===== config.mk =====
export PLATFORM = sky130hd
export DESIGN_NAME = abp_ctrl
export DESIGN_NICKNAME = d
export VERILOG_FILES = /design/src/abp_pkg.sv /design/src/abp_ctrl.sv
export VERILOG_INCLUDE_DIRS = /design/src /design/src/src
export SDC_FILE = /design/constraint.sdc
export NUM_CORES = 1
export LEC_CHECK = 0
export BUFFER_PORTS_ARGS = -buffer_cell sky130_fd_sc_hd__buf_2
export CAP_MARGIN = 20
export CORE_AREA = 2 2 39 41
export DETAILED_ROUTE_END_ITERATION = 8
export DIE_AREA = 0 0 41 43
export PLACE_DENSITY = 0.3
export SLEW_MARGIN = 0
export SYNTH_ARGS = -nofsm -noshare
export SYNTH_HDL_FRONTEND = slang
export SYNTH_SLANG_ARGS = --single-unit

===== constraint.sdc =====
create_clock -name clock -period 2.3 [get_ports clock]
set_clock_uncertainty 0.15 [all_clocks]
set_input_delay 0.23 -clock clock [delete_from_list [all_inputs] [get_ports clock]]
set_output_delay 0.23 -clock clock [all_outputs]
set_load 0.05 [all_outputs]

===== src/adaptive_two_bit_branch_predictor_defines.svh =====
// Assertion macros shared by the branch predictor modules.
`ifndef ADAPTIVE_TWO_BIT_BRANCH_PREDICTOR_DEFINES_SVH
`define ADAPTIVE_TWO_BIT_BRANCH_PREDICTOR_DEFINES_SVH

`ifndef SYNTHESIS

`define ABP_ASSERT(label, expr) \
   label: assert property (@(posedge clock) disable iff (reset) (expr)) \
      else $error("assertion failed: expression does not hold");

`define ABP_ASSERT_IMPLY(label, ante, cons) \
   label: assert property (@(posedge clock) disable iff (reset) (ante) |-> (cons)) \
      else $error("assertion failed: same-cycle implication does not hold");

`define ABP_ASSERT_NEXT(label, ante, cons) \
   label: assert property (@(posedge clock) disable iff (reset) (ante) |=> (cons)) \
      else $error("assertion failed: next-cycle implication does not hold");

`else

`define ABP_ASSERT(label, expr)
`define ABP_ASSERT_IMPLY(label, ante, cons)
`define ABP_ASSERT_NEXT(label, ante, cons)

`endif

`endif


===== src/abp_pkg.sv =====
// Types and constants of the adaptive two-bit branch predictor.
package abp_pkg;

   // Configuration port.
   localparam int CSR_INDEX_W = 2;
   localparam int CSR_DATA_W  = 21;

   localparam logic [CSR_INDEX_W-1:0] CSR_INDEX_BITS_USED = 2'd0;
   localparam logic [CSR_INDEX_W-1:0] CSR_INITIAL_STATE   = 2'd1;
   localparam logic [CSR_INDEX_W-1:0] CSR_REMAP_PERIOD    = 2'd2;

   localparam logic [3:0]  RESET_INDEX_BITS  = 4'd10;
   localparam logic [1:0]  RESET_INIT_STATE  = 2'd0;
   localparam logic [20:0] RESET_PERIOD      = 21'd1024;
   localparam logic [20:0] PERIOD_MAX        = 21'd1048576;

   // Prediction per counter state, state 3 in the top bit.
   localparam logic [3:0]  MAP_RESET         = 4'b1100;
   localparam logic [1:0]  STATE_TOP         = 2'd3;
   localparam logic [1:0]  STATE_BOTTOM      = 2'd0;

   typedef struct packed {
      logic [63:0] branch_pc;
      logic        actual_taken;
   } req_word_type;

   typedef struct packed {
      logic        predicted_taken;
      logic        mispredicted;
      logic [31:0] total_mispredicts;
      logic [31:0] total_branches;
   } rsp_word_type;

   typedef enum logic [1:0] {
      ST_CLEAR,
      ST_IDLE,
      ST_LOOKUP
   } ctrl_state_type;

   typedef struct packed {
      logic clear_write;
      logic accept;
      logic commit;
   } abp_cmd_type;

   typedef struct packed {
      logic clear_last;
      logic out_free;
   } abp_status_type;

endpackage


===== src/abp_ctrl.sv =====
// Controller state machine: clearing pass, word acceptance and commit.
`include "adaptive_two_bit_branch_predictor_defines.svh"
module abp_ctrl
   import abp_pkg::*;
(
   input  logic           clock,
   input  logic           reset,
   input  logic           req_valid,
   output logic           req_stall,
   input  abp_status_type status,
   output abp_cmd_type    cmd
);

   ctrl_state_type state_ff;
   ctrl_state_type state_in;

   always_ff @(posedge clock) begin
      if (reset) begin
         state_ff <= ST_CLEAR;
      end else begin
         state_ff <= state_in;
      end
   end

   always_comb begin
      state_in = state_ff;
      unique case (state_ff)
         ST_CLEAR: begin
            if (status.clear_last) begin
               state_in = ST_IDLE;
            end
         end
         ST_IDLE: begin
            if (req_valid) begin
               state_in = ST_LOOKUP;
            end
         end
         ST_LOOKUP: begin
            if (status.out_free) begin
               state_in = ST_IDLE;
            end
         end
         default: state_in = ST_CLEAR;
      endcase
   end

   always_comb begin
      cmd       = '0;
      req_stall = 1'b1;
      unique case (state_ff)
         ST_CLEAR: begin
            cmd.clear_write = 1'b1;
         end
         ST_IDLE: begin
            req_stall  = 1'b0;
            cmd.accept = req_valid;
         end
         ST_LOOKUP: begin
            cmd.commit = status.out_free;
         end
         default: begin
            req_stall = 1'b1;
         end
      endcase
   end

   `ABP_ASSERT_NEXT(a_accept_to_lookup, cmd.accept, state_ff == ST_LOOKUP)
   `ABP_ASSERT(a_one_command, $onehot0(cmd))

endmodule


### Yosys cells after proc, flatten, opt, wreduce, memory -nomap -nowiden

Cells that the tools add are included.

| storage, ports and cells | value |
|---|---|
| bits in registers | 2 |
| latch bits | 0 |
| memory bits (writable) | 0 |
| ROM bits | 0 |
| input port bits | 5 |
| output and inout bits | 4 |
| word-level logic and storage cells | 16 |
| memories kept | 0 |

| cells by class | value |
|---|---|
| add/subtract/negate cells | 0 |
| $mul | 0 |
| divide/modulo/power cells | 0 |
| order comparisons | 0 |
| equality and inequality tests | 5 |
| shift-type cells | 0 |
| mux-type cells | 8 |
| bitwise operators | 0 |
| reduce and logical (&&, ||, !) cells | 2 |

Operators by type and width:

| kind | number |
|---|---|
| 2-to-1 mux 2 bit | 3 |
| != test 2 bit (second input constant) | 3 |
| case mux 2 bit (3 select lines) | 1 |
| 2-to-1 mux 1 bit | 4 |
| AND reduction 3 bit | 1 |
| == test 2 x 1 -> 1 bit (second input constant) | 1 |
| == test 2 bit (second input constant) | 1 |
| zero test 2 bit | 1 |

### Depth between registers and ports, before layout

Gate-level depths: netlist of the first run.

| depth | value |
|---|---|
| depth in word-level cells | 3 |
| mapped depth | 2 |
| gate-level depth less buffers | 2 |

### Least setup slack after synthesis of the first run

OpenSTA, ideal clock, no wires.

| timing path | value |
|---|---|
| path type | reg2out |
| from | reg state_ff[0] |
| to | out cmd[2] (netlist name) |
| data arrival time | 0.982 ns |
| data required time | 1.920 ns |
| slack | 0.938 ns |
| cell stages (with the launch flop) | 2 |
| buffers on the path | 0 |
| cell sequence | dfxtp_1 -> nor2_1 |

RTL lines:

| element | line | RTL |
|---|---|---|
| start: declaration | abp_ctrl.sv:14 | `ctrl_state_type state_ff;` |
| start signal: assignment | abp_ctrl.sv:21 | `state_ff <= state_in;` |
| end: declaration | abp_ctrl.sv:11 | `output abp_cmd_type cmd` |

==> load_flow_metrics.sql, run 1 <==
INSERT INTO impl_metrics (metric_group, metric, value, unit) VALUES
('run_status', 'outcome', 'completed', ''),
('die', 'chipHeight', '43', 'um'),
('clock_network', 'ctsLongestPathBuffers', '2', ''),
('clock_network', 'cts-root-buf', 'clkbuf_4', ''),
('pwr', 'static-leakage-power', '0.100', 'nW'),
('routing', 'route.antenna.remaining_nets', '0', ''),
('synthesis', 'post_syn_instances', '14', ''),
('pwr', 'switching_fraction', '32.4', '%'),
('synthesis', 'synth_compound_gate_area_share', '13.5', '%'),
('synthesis', 'ys_top_cells_by_area', 'dfxtp_1, a32o_1, and3b_1', ''),
('clock_network', 'cts_htree_levels', '1', ''),
('synthesis', 'ys_flop_type', 'dfxtp_1', ''),
('pwr', 'irDropWorstVdd', '183', 'uV'),
('synthesis', 'yosys.area.top_type_share', '36.0', '%'),
('sta', 'remaining_max_slew_budget_at_the_tightest_pin', '83.2', '%'),
('worst_hold_path', 'hold_path_class', 'input port to flip-flop', ''),
('routing', 'detailroute.via_count', '133', ''),
('routing', 'vias_per_cell', '3.24', ''),
('sta', 'min_period_over_period', '63.6', '%'),
('layout', 'biggestRegsByFlops', 'state_ff (2)', ''),
('die', 'initial_core_util', '8.05', '%'),
('die', 'rows', '14', ''),
('worst_hold_path', 'worstHoldPathCells', '2', ''),
('run', 'max_cap_violations', '0', ''),
('synthesis', 'dominant_combinational_cell_family_by_area_after_synthesis', 'simple AND/OR/NAND/NOR gates', ''),
('critical_path', 'critPathCaptureType', 'primary output', ''),
('sta', 'finalCriticalPeriod', '1.46', 'ns'),
('critical_path', 'timing.rr.start', 'state_ff[1]', ''),
('clock_network', 'cts_tree', 'yes', ''),
('clock_network', 'holdBufCountCts', '0', ''),
('routing', 'drtIter0Drc', '0', ''),
('clock_network', 'clkSinkCount', '2', ''),
('pwr', 'power_density', '819', 'nW/um2'),
('pwr', 'clock_power_share', '48.1', '%'),
('synthesis', 'synth_enable_flop_cells', '0', ''),
('routing', 'remaining_drc_errors', '0', ''),
('synthesis', 'yosysUniqueCellTypes', '11', ''),
('synthesis', 'synth_sequential_area_ratio', '36.0', '%'),
('global_route', 'largest_net_degree_at_the_start_of_global_routing', '8', ''),
('sta', 'finalSetupViolCount', '0', ''),
('critical_path', 'worstPathMaxFanout', '7', ''),
('pwr', 'p_int', '0.107', 'mW'),
('synthesis', 'synth_simple_gate_area_share', '43.8', '%'),
('layout', 'finished_layout_cell_area', '194', 'um2'),
('synthesis', 'asyncSetResetFlopFracSynth', '0', '%'),
('global_route', 'grt_overflow_total', '0', ''),
('layout', 'largest_reg_flops', '2', ''),
('synthesis', 'postSynthAreaPerCell', '7.95', 'um2'),
('global_route', 'track_usage', '5.21', '%'),
('die', 'core', '1380', 'um2'),
('pwr', 'power.combinational.fraction', '25.8', '%'),
('layout', 'area.growth.synth_to_final', '74.2', '%'),
('critical_path', 'crit_arrival', '1.08', 'ns'),
('synthesis', 'yosys_register_bits', '2', ''),
('place', 'globalplace.congestion', '0.675', ''),
('die', 'die_area', '1760', 'um2'),
('synthesis', 'yosys_warnings', '0', ''),
('layout', 'final_cell_count_no_fill', '41', ''),
('routing', 'total_length_of_routed_wires', '310', 'um'),
('sta', 'grt_setup_unrepaired', 'no', ''),
('pwr', 'power_frac_seq', '26.2', '%'),
('place', 'dp_worst_setup_slack', '1.05', 'ns'),
('layout', 'final_util', '14.0', '%'),
('critical_path', 'path_class', 'flip-flop to primary output', ''),
('place', 'placed_area', '171', 'um2'),
('place', 'port-buffer-count', '8', ''),
('global_route', 'antenna_found_initial', '0', ''),
('synthesis', 'synth.largest_area_cell', 'dfxtp_1', ''),
('sta', 'worstMarginPinSlew', '0.254', 'ns'),
('clock_network', 'clock_latency', '0.22', 'ns'),
('critical_path', 'reg2regPathDepth', '2', '');
==> worst max path at each step <==
| stage | from | endpoint | depth (start not counted) |
|---|---|---|---|
| after global routing | state_ff[0] | cmd[1] | 3 |
| after global placement | state_ff[0] | cmd[0] | 2 |
| final | state_ff[0] | cmd[0] | 2 |
| after CTS | state_ff[0] | cmd[0] | 2 |
| after detailed placement | state_ff[0] | cmd[0] | 2 |
| after floorplan | state_ff[0] | cmd[2] | 1 |
==> critical path: stages (launching register included) <==
cell	delay, ns
dfxtp_1	0.34
and3b_1	0.25
buf_2	0.27
==> stage by stage <==
| step | total power [mW] | hold slack (ns) |
|---|---|---|
| detailed placement | 0.0835 | 0.286 |
| finish | 0.159 | 0.0567 |
| global placement | 0.0828 | 0.277 |
| floorplan | 0.0716 | 0.149 |
| CTS | 0.166 | 0.0447 |
| global route | 0.171 | 0.0528 |
==> power groups by stage <==
stage / Sequential [mW] / Clock (mW) / Combinational [mW]
floorplan: 0.0411 / 0 / 0.0305
global placement: 0.0420 / 0 / 0.0408
detailed placement: 0.0422 / 0 / 0.0413
CTS: 0.0416 / 0.0829 / 0.0414
global route: 0.0430 / 0.0845 / 0.0438
finish: 0.0415 / 0.0763 / 0.0409
==> per-layer routing <==
layer	GRT usage, %	share of wire [%]	wire (um)	up-vias
met5	0	0	0	-
met4	8.00	0	0	0
met3	2.09	14	42	0
met2	5.63	38	118	8
met1	5.73	48	148	55
li1	-	-	-	70
==> cells in the final DEF, fill, tap and decap left out <==
master	count
or2_1	1
a21oi_1	1
nand2b_1	1
buf_2	8
a32o_1	1
nor2_1	2
inv_1	2
dfxtp_1	2
nand3b_1	1
and3b_1	1
nand2_1	1
or3b_1	1
clkbuf_4	3
==> layout make-up <==
cell class              count  share of cell area, %
inverters                   2                   3.87
well taps                  16                   10.3
multi-input cells          10                   32.9
clock buffers               3                   11.6
flip-flops and latches      2                   20.6
repair buffers              8                   20.6
==> kinds of logic after synthesis <==
| family | after synthesis |
|---|---|
| DFF | 2 |
| AOI/OAI and AO/OA | 2 |
| buffers and inverters | 2 |
| and+or+nand+nor | 8 |
No activity file was read; power rests on OpenSTA's default activity.
==> run 2: changes to the inputs <==
--- a/config.mk
+++ b/config.mk
@@ -6,12 +6,13 @@
 export SDC_FILE = /design/constraint.sdc
 export NUM_CORES = 1
 export LEC_CHECK = 0
+export ABC_AREA = 1
 export BUFFER_PORTS_ARGS = -buffer_cell sky130_fd_sc_hd__buf_2
 export CAP_MARGIN = 20
 export CORE_AREA = 2 2 39 41
 export DETAILED_ROUTE_END_ITERATION = 8
 export DIE_AREA = 0 0 41 43
-export PLACE_DENSITY = 0.3
+export PLACE_DENSITY = 0.31
 export SLEW_MARGIN = 0
 export SYNTH_ARGS = -nofsm -noshare
 export SYNTH_HDL_FRONTEND = slang
==> constraint.sdc (replaced) <==
create_clock -name clock -period 1.5 [get_ports clock]
set_clock_uncertainty 0.15 [all_clocks]
set_input_delay 0.15 -clock clock [delete_from_list [all_inputs] [get_ports clock]]
set_output_delay 0.15 -clock clock [all_outputs]
set_load 0.05 [all_outputs]
==> load_flow_metrics.sql, run 2 <==
INSERT INTO impl_metrics (metric_group, metric, value, unit) VALUES
('layout', 'final_util', '15.9', '%'),
('routing', 'total_length_of_routed_wires', '307', 'um'),
('synthesis', 'yosys.area.top_type_share', '33.0', '%'),
('synthesis', 'postSynthAreaPerCell', '6.07', 'um2'),
('synthesis', 'yosys_warnings', '0', ''),
('synthesis', 'synthesized_netlist_net_count', '25', ''),
('layout', 'layout_commonest_cell', 'buf_2', ''),
('layout', 'n_fill_cell', '168', ''),
('place', 'globalplace.congestion', '0.548', ''),
('critical_path', 'crit_arrival', '1.07', 'ns'),
('sta', 'grt_setup_unrepaired', 'no', ''),
('routing', 'detail_route.wl_per_cell', '6.40', 'um'),
('die', 'die_area', '1760', 'um2'),
('synthesis', 'yosys_register_bits', '2', ''),
('layout', 'registers.top_by_ff_count', 'state_ff', ''),
('die', 'chipHeight', '43', 'um'),
('global_route', 'track_usage', '4.51', '%'),
('critical_path', 'setup.worst_path.start_class', 'flip-flop', ''),
('critical_path', 'critPathCaptureType', 'primary output', ''),
('routing', 'drt_pass1_iterations', '2', ''),
('routing', 'detailroute.via_count', '155', ''),
('sta', 'final.setup.worst_slack', '0.126', 'ns'),
('pwr', 'totalPowerFinal', '0.257', 'mW'),
('layout', 'final_cell_mix', 'buf_2, nand2_1, inv_1, clkbuf_4', ''),
('run', 'max_cap_violations', '0', ''),
('layout', 'biggestRegsByFlops', 'state_ff (2)', ''),
('sta', 'clock.fmax', '728', 'MHz'),
('synthesis', 'post_syn_instances', '20', ''),
('worst_hold_path', 'hold_path_class', 'input port to flip-flop', ''),
('synthesis', 'ys_top_cells_by_area', 'dfxtp_1, nand2_1, nor2_2', ''),
('die', 'die_width', '41', 'um'),
('global_route', 'first_global_vias', '134', ''),
('sta', 'finalCriticalPeriod', '1.37', 'ns'),
('die', 'design.portCount', '9', ''),
('place', 'port-buffer-count', '8', ''),
('place', 'place_inst', '44', ''),
('run_status', 'outcome', 'completed', ''),
('routing', 'drtIter0Drc', '1', ''),
('pwr', 'irDropWorstVdd', '209', 'uV'),
('clock_network', 'cts_tree', 'yes', ''),
('sta', 'worstMarginPinSlew', '0.250', 'ns'),
('global_route', 'antenna_found_initial', '0', ''),
('synthesis', 'asyncSetResetFlopFracSynth', '0', '%'),
('layout', 'num-nets-final', '39', ''),
('clock_network', 'clock_latency', '0.22', 'ns'),
('synthesis', 'synth_enable_flop_cells', '0', ''),
('layout', 'largest_reg_flops', '2', ''),
('layout', 'final_cell_count_no_fill', '48', ''),
('die', 'core', '1380', 'um2'),
('sta', 'remaining_max_slew_budget_at_the_tightest_pin', '83.4', '%'),
('place', 'dp_worst_setup_slack', '0.317', 'ns'),
('sta', 'tns', '0', 'ns'),
('synthesis', 'ys_flop_type', 'dfxtp_1', ''),
('die', 'rows', '14', ''),
('layout', 'area.growth.synth_to_final', '81.4', '%'),
('critical_path', 'critical_path_required', '1.20', 'ns'),
('sta', 'min_period_over_period', '91.6', '%'),
('layout', 'drive_gt1_share', '46.9', '%'),
('global_route', 'largest_net_degree_at_the_start_of_global_routing', '8', ''),
('global_route', 'grt_overflow_total', '0', ''),
('global_route', 'grt_pass1_wl', '441', 'um'),
('clock_network', 'ctsLongestPathBuffers', '2', ''),
('clock_network', 'cts_inserted_buffers', '3', ''),
('clock_network', 'cts.clk_slew.worst_paths', '0.03', 'ns'),
('routing', 'route.antenna.remaining_nets', '0', ''),
('critical_path', 'worstPathMaxFanout', '5', ''),
('place', 'placed_area', '186', 'um2'),
('clock_network', 'cts-root-buf', 'clkbuf_4', ''),
('synthesis', 'yosysUniqueCellTypes', '10', ''),
('layout', 'antenna_cells', '0', ''),
('sta', 'final-hold-violation-count', '0', ''),
('clock_network', 'clkSinkCount', '2', ''),
('routing', 'vias_per_cell', '3.23', ''),
('sta', 'whs', '0.0848', 'ns'),
('synthesis', 'synth.largest_area_cell', 'dfxtp_1', ''),
('clock_network', 'cts_htree_levels', '1', ''),
('critical_path', 'path_class', 'flip-flop to primary output', ''),
('sta', 'finalSetupViolCount', '0', ''),
('layout', 'finished_layout_cell_area', '220', 'um2'),
('die', 'initial_core_util', '8.77', '%'),
('sta', 'slew_viol_final', '0', ''),
('synthesis', 'synth_commonest_cells', 'nand2_1, inv_1', ''),
('pwr', 'power_density', '1170', 'nW/um2'),
('routing', 'remaining_drc_errors', '0', ''),
('pwr', 'static-leakage-power', '0.114', 'nW'),
('synthesis', 'synth_most_common_cell', 'nand2_1', ''),
('synthesis', 'area_of_the_mapped_netlist', '121', 'um2'),
('synthesis', 'synth_sequential_area_ratio', '33.0', '%');
[run 2: critical path: stages (launching register included)]
cell	delay, ns
dfxtp_1	0.30
inv_1	0.13
nand3_1	0.11
inv_1	0.06
buf_2	0.25
[run 2: what timing repair did]
item                                   CTS  global route
buffers inserted                         0             0
endpoints found under the hold margin    1             0
hold buffers                             1             0
gates resized for setup                  0             1
setup endpoints to repair                0             1
[run 2: worst paths after layout]
path / from / endpoint / slack, ns / depth (start not counted)
max: state_ff[1] / cmd[1] / 0.13 / 4
max reg2reg: state_ff[1] / state_ff[0] / 0.55 / 5
min: req_valid / state_ff[1] / 0.08 / 3
min reg2reg: state_ff[0] / state_ff[1] / 0.41 / 2
[run 2: kinds of logic (layout without fill, tap and decap cells)]
logic type / after synthesis / count (layout) / share of synthesized area, %
AND/OR/NAND/NOR: 12 / 12 / 47.4
AO/OA/AOI/OAI: 1 / 1 / 4.12
buffers and inverters: 5 / 17 / 15.5
flip-flops: 2 / 2 / 33.0
[run 2: cell type report]
| class | count | area, um2 | area share, % |
|---|---|---|---|
| clock buffers | 3 | 22.5 | 10.2 |
| inverters | 5 | 18.8 | 8.52 |
| multi-input cells | 13 | 67.6 | 30.7 |
| flip-flops and latches | 2 | 41.3 | 18.8 |
| well taps | 16 | 20.0 | 9.09 |
| repair buffers | 9 | 50.0 | 22.7 |
[run 2: routing by layer]
metal / global-route usage (%) / part of all wire (%) / up-vias
li1: - / - / 85
met4: 8.00 / 0 / 0
met3: 3.14 / 17 / 0
met2: 5.00 / 46 / 8
met5: 0 / 0 / -
met1: 3.51 / 37 / 62
[run 2: report_power, final]
group	total [mW]	internal, mW	switching (mW)
registers	0.0656	0.0590	0.00661
clock network	0.116	0.0881	0.0283
logic	0.0748	0.0215	0.0533
total	0.257	0.169	0.0883
==> run 3: changes to the inputs <==
--- a/config.mk
+++ b/config.mk
@@ -12,7 +12,7 @@
 export CORE_AREA = 2 2 39 41
 export DETAILED_ROUTE_END_ITERATION = 8
 export DIE_AREA = 0 0 41 43
-export PLACE_DENSITY = 0.31
+export PLACE_DENSITY = 0.3
 export SLEW_MARGIN = 0
 export SYNTH_ARGS = -nofsm -noshare
 export SYNTH_HDL_FRONTEND = slang
==> load_flow_metrics.sql, run 3 (same netlist as run 2, synthesis figures left out) <==
INSERT INTO impl_metrics (metric_group, metric, value, unit) VALUES
('sta', 'worstMarginPinSlew', '0.245', 'ns'),
('critical_path', 'critical_path_required', '1.20', 'ns'),
('pwr', 'irDropWorstVdd', '248', 'uV'),
('clock_network', 'cts_tree', 'yes', ''),
('die', 'die_area', '1760', 'um2'),
('die', 'die_width', '41', 'um'),
('routing', 'vias_per_cell', '3.08', ''),
('clock_network', 'cts_htree_levels', '1', ''),
('place', 'dp_worst_setup_slack', '0.286', 'ns'),
('layout', 'final_cell_mix', 'buf_2, nand2_1, clkbuf_4', ''),
('critical_path', 'crit_arrival', '1.10', 'ns'),
('sta', 'slew_viol_final', '0', ''),
('pwr', 'static-leakage-power', '0.113', 'nW'),
('global_route', 'grt_overflow_total', '0', ''),
('run', 'max_cap_violations', '0', ''),
('critical_path', 'worstPathMaxFanout', '7', ''),
('layout', 'largest_reg_flops', '2', ''),
('die', 'rows', '14', ''),
('die', 'initial_core_util', '8.77', '%'),
('clock_network', 'cts.clk_slew.worst_paths', '0.03', 'ns'),
('routing', 'detailroute.via_count', '148', ''),
('global_route', 'antenna_found_initial', '0', ''),
('pwr', 'power_density', '1160', 'nW/um2'),
('global_route', 'first_global_vias', '122', ''),
('layout', 'area.growth.synth_to_final', '82.5', '%'),
('critical_path', 'setup.worst_path.start_class', 'flip-flop', ''),
('die', 'core', '1380', 'um2'),
('global_route', 'largest_net_degree_at_the_start_of_global_routing', '8', ''),
('clock_network', 'cts-root-buf', 'clkbuf_4', ''),
('sta', 'remaining_max_slew_budget_at_the_tightest_pin', '83.6', '%'),
('sta', 'grt_setup_unrepaired', 'no', ''),
('routing', 'detail_route.wl_per_cell', '6.67', 'um'),
('clock_network', 'ctsLongestPathBuffers', '2', ''),
('layout', 'biggestRegsByFlops', 'state_ff (2)', ''),
('worst_hold_path', 'hold_path_class', 'input port to flip-flop', ''),
('global_route', 'track_usage', '5.21', '%'),
('global_route', 'grt_pass1_wl', '496', 'um'),
('routing', 'drtIter0Drc', '1', ''),
('layout', 'num-nets-final', '39', ''),
('routing', 'total_length_of_routed_wires', '320', 'um'),
('sta', 'finalSetupViolCount', '0', ''),
('layout', 'n_fill_cell', '157', ''),
('clock_network', 'cts_inserted_buffers', '3', ''),
('layout', 'drive_gt1_share', '43.8', '%'),
('clock_network', 'clock_latency', '0.22', 'ns'),
('layout', 'antenna_cells', '0', ''),
('die', 'chipHeight', '43', 'um'),
('sta', 'clock.fmax', '713', 'MHz'),
('sta', 'final-hold-violation-count', '0', ''),
('layout', 'multiInputGateArea', '67.6', 'um2'),
('layout', 'final-seq-area', '40.0', 'um2'),
('routing', 'remaining_drc_errors', '0', ''),
('place', 'port-buffer-count', '8', ''),
('layout', 'layout_commonest_cell', 'buf_2', ''),
('clock_network', 'clkSinkCount', '2', ''),
('layout', 'registers.top_by_ff_count', 'state_ff', ''),
('routing', 'drt_pass1_iterations', '3', ''),
('routing', 'route.antenna.remaining_nets', '0', ''),
('sta', 'tns', '0', 'ns'),
('critical_path', 'path_class', 'flip-flop to primary output', ''),
('sta', 'min_period_over_period', '93.5', '%'),
('run_status', 'outcome', 'completed', ''),
('critical_path', 'critPathCaptureType', 'primary output', ''),
('die', 'design.portCount', '9', ''),
('sta', 'final.setup.worst_slack', '0.0972', 'ns'),
('place', 'dp_hpwl', '270', 'um'),
('place', 'globalplace.congestion', '0.535', ''),
('sta', 'finalCriticalPeriod', '1.40', 'ns');
## run 3: per-layer routing
layer / global-route usage (%) / up-vias / routed length [um]
li1: - / 85 / -
met3: 7.85 / 0 / 45
met5: 0 / - / 0
met2: 5.00 / 7 / 135
met4: 4.00 / 0 / 0
met1: 4.79 / 56 / 139
## run 3: layout make-up
cell class	instances	share of cell area, %
inverters	5	8.47
well taps	16	9.04
clock buffers	3	10.2
flip-flops and latches	2	18.1
repair buffers	9	23.7
multi-input cells	13	30.5
## run 3: critical path, stage by stage, from the launching register on
cell and delay, ns:
dfxtp_1 0.44, nand3_1 0.15, inv_1 0.07, clkbuf_4 0.22
## run 3: repair_timing
item,4_1_cts,5_1_grt
endpoints found under the hold margin,1,0
buffers inserted,0,0
gates resized for setup,0,1
hold buffers,1,0
setup endpoints to repair,0,1
## run 3: through the flow
stage	util (%)	hold WS [ns]	instance area, um2	cells	power, mW
detailed placement	13.5	0.180	186	44	0.140
floorplan	-	0.0691	126	20	0.121
CTS	15.8	0.102	219	48	0.265
finish	16.0	0.105	221	48	0.257
global placement	13.5	0.198	186	44	0.141
global route	16.0	0.109	221	48	0.282
## run 3: report_power, final
| group | internal (mW) | switching (mW) | total (mW) |
|---|---|---|---|
| combinational | 0.0223 | 0.0538 | 0.0761 |
| sequential | 0.0583 | 0.00681 | 0.0651 |
| clock | 0.0879 | 0.0274 | 0.115 |
## run 3: final timing paths
kind | start | endpoint | slack, ns | cells past startpoint
worst min register to register | state_ff[0] | state_ff[1] | 0.48 | 2
worst max register to register | state_ff[0] | state_ff[0] | 0.47 | 5
worst min-delay path | req_valid | state_ff[1] | 0.11 | 3
worst max-delay path | state_ff[0] | cmd[1] | 0.1 | 3
